--- src/hdl/lzwd_pkg.sv ---
// Shared types and constants for the LZ window decompressor.
// Used by lzwd_ctrl, lzwd_dp and the top level; no dependencies.
package lzwd_pkg;

    localparam int HISTORY_DEPTH = 4096;
    localparam int MAX_COPY      = 16;
    localparam int HIST_AW       = $clog2(HISTORY_DEPTH);
    localparam int LEN_W         = $clog2(MAX_COPY);
    localparam int BYTE_W        = 8;
    localparam int DIST_W        = 12;
    localparam int FLAG_CNT_W    = 3;

    localparam logic [HIST_AW:0] FILL_FULL = (HIST_AW + 1)'(HISTORY_DEPTH);

    typedef enum logic [1:0] {
        PH_FLAG  = 2'd0,
        PH_TOKEN = 2'd1,
        PH_MATCH = 2'd2
    } t_phase;

    typedef enum logic [1:0] {
        ST_IDLE    = 2'd0,
        ST_COPY_RD = 2'd1,
        ST_COPY_WR = 2'd2
    } t_state;

    typedef struct packed {
        logic take_flag;
        logic take_dist_high;
        logic take_literal;
        logic take_end;
        logic start_copy;
        logic copy_step;
    } t_cmd;

    typedef struct packed {
        t_phase phase;
        logic   flag_match;
        logic   len_zero;
        logic   remain_zero;
        logic   out_free;
    } t_stat;

endpackage

--- src/hdl/lzwd_ctrl.sv ---
// Controller: accepts compressed words and sequences match copies.
// Depends on lzwd_pkg.
module lzwd_ctrl (
    input  logic            i_clk,
    input  logic            i_rst_n,
    input  logic            i_s_tvalid,
    output logic            o_s_tready,
    input  lzwd_pkg::t_stat i_stat,
    output lzwd_pkg::t_cmd  o_cmd
);

    lzwd_pkg::t_state r_state, n_state;
    logic             w_accept;

    always_ff @(posedge i_clk) begin
        if (!i_rst_n) begin
            r_state <= lzwd_pkg::ST_IDLE;
        end else begin
            r_state <= n_state;
        end
    end

    always_comb begin
        n_state    = r_state;
        o_cmd      = '0;
        o_s_tready = 1'b0;
        w_accept   = 1'b0;
        unique case (r_state)
            lzwd_pkg::ST_IDLE: begin
                // Take a word only when the output register can hold its result.
                o_s_tready = i_stat.out_free;
                w_accept   = i_s_tvalid & i_stat.out_free;
                if (w_accept) begin
                    unique case (i_stat.phase)
                        lzwd_pkg::PH_TOKEN: begin
                            if (i_stat.flag_match) begin
                                o_cmd.take_dist_high = 1'b1;
                            end else begin
                                o_cmd.take_literal = 1'b1;
                            end
                        end
                        lzwd_pkg::PH_MATCH: begin
                            if (i_stat.len_zero) begin
                                o_cmd.take_end = 1'b1;
                            end else begin
                                o_cmd.start_copy = 1'b1;
                                n_state          = lzwd_pkg::ST_COPY_RD;
                            end
                        end
                        default: begin
                            o_cmd.take_flag = 1'b1;
                        end
                    endcase
                end
            end
            lzwd_pkg::ST_COPY_RD: begin
                n_state = lzwd_pkg::ST_COPY_WR;
            end
            lzwd_pkg::ST_COPY_WR: begin
                // Hold the byte until the output register frees up.
                if (i_stat.out_free) begin
                    o_cmd.copy_step = 1'b1;
                    n_state = i_stat.remain_zero ? lzwd_pkg::ST_IDLE : lzwd_pkg::ST_COPY_RD;
                end
            end
            default: begin
                n_state = lzwd_pkg::ST_IDLE;
            end
        endcase
    end

endmodule

--- config.mk ---
export PLATFORM = sky130hd
export DESIGN_NAME = lzwd_ctrl
export DESIGN_NICKNAME = d
export VERILOG_FILES = /design/src/hdl/lzwd_pkg.sv /design/src/hdl/lzwd_ctrl.sv
export SDC_FILE = /design/constraint.sdc
export NUM_CORES = 1
export LEC_CHECK = 0
export ABC_CLOCK_PERIOD_IN_PS = 1000
export BUFFER_PORTS_ARGS = -buffer_cell sky130_fd_sc_hd__buf_2
export CAP_MARGIN = 20
export CORE_AREA = 2 2 39 41
export CTS_CLUSTER_SIZE = 20
export DETAILED_ROUTE_END_ITERATION = 10
export DIE_AREA = 0 0 41 43
export PLACE_DENSITY_LB_ADDON = 0.05
export SLEW_MARGIN = 20
export SYNTH_ARGS = -nofsm -noshare
export SYNTH_HDL_FRONTEND = slang
export SYNTH_SLANG_ARGS = --single-unit
export TNS_END_PERCENT = 20
--- constraint.sdc ---
create_clock -name i_clk -period 1 [get_ports i_clk]
set_input_delay 0.1 -clock i_clk [delete_from_list [all_inputs] [get_ports i_clk]]
set_output_delay 0.1 -clock i_clk [all_outputs]
set_load 0.01 [all_outputs]
Word-level counts from Yosys, hierarchy flattened
Index checks and enable logic that the tools add are counted.

Output and inout port bits: 7. Latch bits: 0. ROM bits: 0. Bits in writable memories: 0. Input port bits: 9. Word-level logic and storage cells: 31. Register bits: 2. Memories: 0.

Equality and inequality tests: 8. Reductions and logical operators: 3. Muxes and demuxes: 18. $mul: 0. Shifts and indexed selects: 0. Order comparisons: 0. Divide/modulo/power cells: 0. $add $sub $neg: 0. Bitwise logic cells: 1.

Operators with widths (number): $mux 2 (6); $mux 5 (2); $mux 1 (9); $ne 2x2->1 const B (3); $pmux 2 s3 (1); $eq 2x1->1 const B (2); $eq 2x2->1 const B (2); $reduce_and 4->1 (1); $logic_not 2->1 (1); $ne 2x1->1 const B (1); $reduce_or 2->1 (1); $and 1x1->1 (1).

Longest topological paths before layout
Depth after elaboration: 5. Depth in mapped cells: 4. Depth with buffers taken out: 4.

Worst setup path after synthesis
No wires, ideal clock.

Kind: register to output. From: register r_state[1]. To: output port o_cmd[1] (netlist name). Arrival: 0.856 ns. Cell stages (with the launch flop): 3. Data required time: 0.900 ns. Path buffers: 0. Slack: 0.044 ns. Cells stage by stage: dfxtp_1 > nand4bb_1 > nor3b_1.

RTL lines: start: declaration (line lzwd_ctrl.sv:12) `lzwd_pkg::t_state r_state, n_state;`; start signal: assignment (line lzwd_ctrl.sv:17) `r_state <= lzwd_pkg::ST_IDLE;`; start signal: assignment (line lzwd_ctrl.sv:19) `r_state <= n_state;`; end: declaration (line lzwd_ctrl.sv:9) `output lzwd_pkg::t_cmd o_cmd`.

==> metrics.yaml <==
dp.cells: 56
setup_violations: 7
cts_buffers: 3
io_pins: 16
drc_errors: 0
finalNetCount: 56
fin_ws_ns: -0.234
grt_use_total_pct: 8.42
crit_type: "reg2out"
synth_area_um2: 206
hold_viol_final: 0
cts_max_path_buffers: 2
antenna_found_initial: 0
wl_per_cell_um: 10.4
wl_um: 615
dr_total_vias: 249
regToRegStartpoint: "r_state[1]"
crit_fanout: 4
final_area_um2: 417
grt_pass1_wl_um: 917
n_antenna_cell: 0
clk_latency_ns: 0.22
seq_area_um2: 42.5
yosys.area.top_type: "dfxtp_1"
dpl_cell_area_um2: 324
clockRootBuffer: "clkbuf_4"
vias_per_cell: 4.22
synth-seq-cells: 2
p_leak_uw: 0.000195
reg2reg_slack_ns: 0.08
final_cells: 59
largest_reg_flops: 2
finalClockSkew_ns: 0.000735
cts.sinks: 2
synthDistinctLibCells: 14
swShare_pct: 22.8
port_buffers: 15
first_iter_violations: 3
multi_input_area_um2: 198
crit_family: "simple AND/OR/NAND/NOR gates"
worstHoldEndpoint: "r_state[1]"
ys_top_cells_by_area: "dfxtp_1 19%, nor3b_1 15%, ha_1 12%"
postRouteAntennaNets: 0
top_register: "r_state"
crit_path_top_delay_cell: "dfxtp_2"
rsz0062_at_grt: "yes"
crit_path_cell_trace: "and4bb_2, and3_4, buf_6"
drtPass1Iterations: 2
rr_endpoint: "r_state[1]"
final_cell_mix: "11 x buf_2, 5 x buf_6, 3 x nor3b_2, 3 x clkbuf_4"
path_clk_slew_ns: 0.03
crit_buf_inv: 1
first_global_vias: 253
drv_cap: 0
final_common_cell: "buf_2"
die_height_um: 43
hp-class: "in2reg"
grt_max_degree: 7
arrival_ns: 1.13
pwr-share-seq_pct: 24.9
num_rows: 14
syn_inst: 22
finalCritPeriodShare_pct: 123
reg_top3: "r_state: 2 flops"
fin_util_pct: 30.1
area_growth_pct: 102
rr_worst_depth: 3
vdd_drop_max_uv: 299
htree_levels: 1
die_w_um: 41
cp-end-kind: "output pin"
critPathLaunchType: "flop"
layout-drive-gt1-share_pct: 76.7
syn_nets: 33
status: "finished with violations"
pwr-share-clk_pct: 52.5
p_sw_uw: 75.3
worstHoldStart: "i_rst_n"
fillCellCount: 154
start_util_pct: 14.9
slowest_delay_ns: 0.32
yosys_warnings: 0
gp_congestion: 0.595
core_area_um2: 1380
cts_tree: "yes"
cts_setup_buffers: 0
seq_area_frac_synth_pct: 19.4
grt-ovfl-total: 0
final-max-slew-violation-count: 0
holdBufCountCts: 0
max_freq_mhz: 810
syn_area_per_cell_um2: 9.38
whs_path_depth: 2
tns_ns: -1.21
relSlewSlack_pct: 89.3
period_needed_ns: 1.23
critPathRequiredTime_ns: 0.90
comb_power_share_pct: 22.6
violations: "negative setup slack"
p_int_uw: 255
synth_top_area_share_pct: 19.4
worstMarginPinSlew_ns: 0.160
fp.dieArea_um2: 1760
powerDensity_nw_per_um2: 794
==> worst max path at each step <==
stage,start,end,slack [ns],cells after the start
floorplan,r_state[1],o_cmd[1],0.04,2
global placement,r_state[0],o_cmd[2],-0.07,3
detailed placement,r_state[0],o_cmd[2],-0.05,3
CTS,r_state[0],o_cmd[4],-0.24,3
global route,r_state[0],o_cmd[4],-0.28,3
finish,r_state[1],o_cmd[2],-0.23,3
==> kinds of logic after synthesis <==
logic type               after synthesis  share of synthesized area (%)
flip-flops                             2                           19.4
adder cells (fa/ha/maj)                2                           12.1
AO/OA/AOI/OAI                          2                           6.06
AND/OR/NAND/NOR                       14                           58.8
buffers and inverters                  2                           3.64
==> cells in the mapped netlist <==
| cell | count |
|---|---|
| o21a_1 | 1 |
| a21oi_1 | 1 |
| nand3b_1 | 1 |
| or2b_1 | 1 |
| and3b_2 | 1 |
| dfxtp_1 | 2 |
| nor3b_1 | 4 |
| and3_2 | 2 |
| nand4bb_1 | 2 |
| and4bb_2 | 1 |
| inv_1 | 2 |
| and2b_2 | 1 |
| ha_1 | 2 |
| and2_2 | 1 |
==> cell type report <==
class / count / share of cell area (%)
Inverter: 2 / 1.80
Timing Repair Buffer: 18 / 30.3
Sequential cell: 2 / 10.2
Clock buffer: 3 / 5.41
Multi-Input combinational cell: 18 / 47.4
Tap cell: 16 / 4.80
==> repair_timing <==
action	in CTS	in global routing
hold endpoints to repair	0	0
resized for setup	9	4
endpoints found under the setup margin	7	7
cloned	0	0
pin swaps	3	3
==> routing by layer <==
| metal | up-vias | routed length [um] | GRT usage (%) |
|---|---|---|---|
| met2 | 9 | 341 | 11.9 |
| met4 | 0 | 0 | 6.00 |
| met1 | 114 | 246 | 7.99 |
| met5 | - | 0 | 0 |
| li1 | 126 | - | - |
| met3 | 0 | 26 | 6.28 |
==> worst reg2reg max path, cell delays in order, from the launching register on <==
cell,delay [ns]
dfxtp_2,0.34
buf_6,0.11
and2b_2,0.20
o21a_1,0.16
==> through the flow <==
stage          hold WS [ns]  total power, uW  worst slack [ns]
3_3_place_gp          0.341              143           -0.0660
5_1_grt              0.0977              365            -0.279
4_1_cts              0.0941              336            -0.244
3_5_place_dp          0.329              143           -0.0472
6_report              0.103              331            -0.234
2_1_floorplan         0.217              109            0.0435
==> power by group through the flow <==
stage	registers (uW)	clock network (uW)	logic [uW]
after floorplan	83.1	0	25.5
after global placement	83.1	0	59.6
after detailed placement	83.1	0	59.8
after CTS	82.2	186	68.0
after global routing	82.3	200	82.7
final	82.3	174	74.8
No activity file was read; power rests on OpenSTA's default activity.
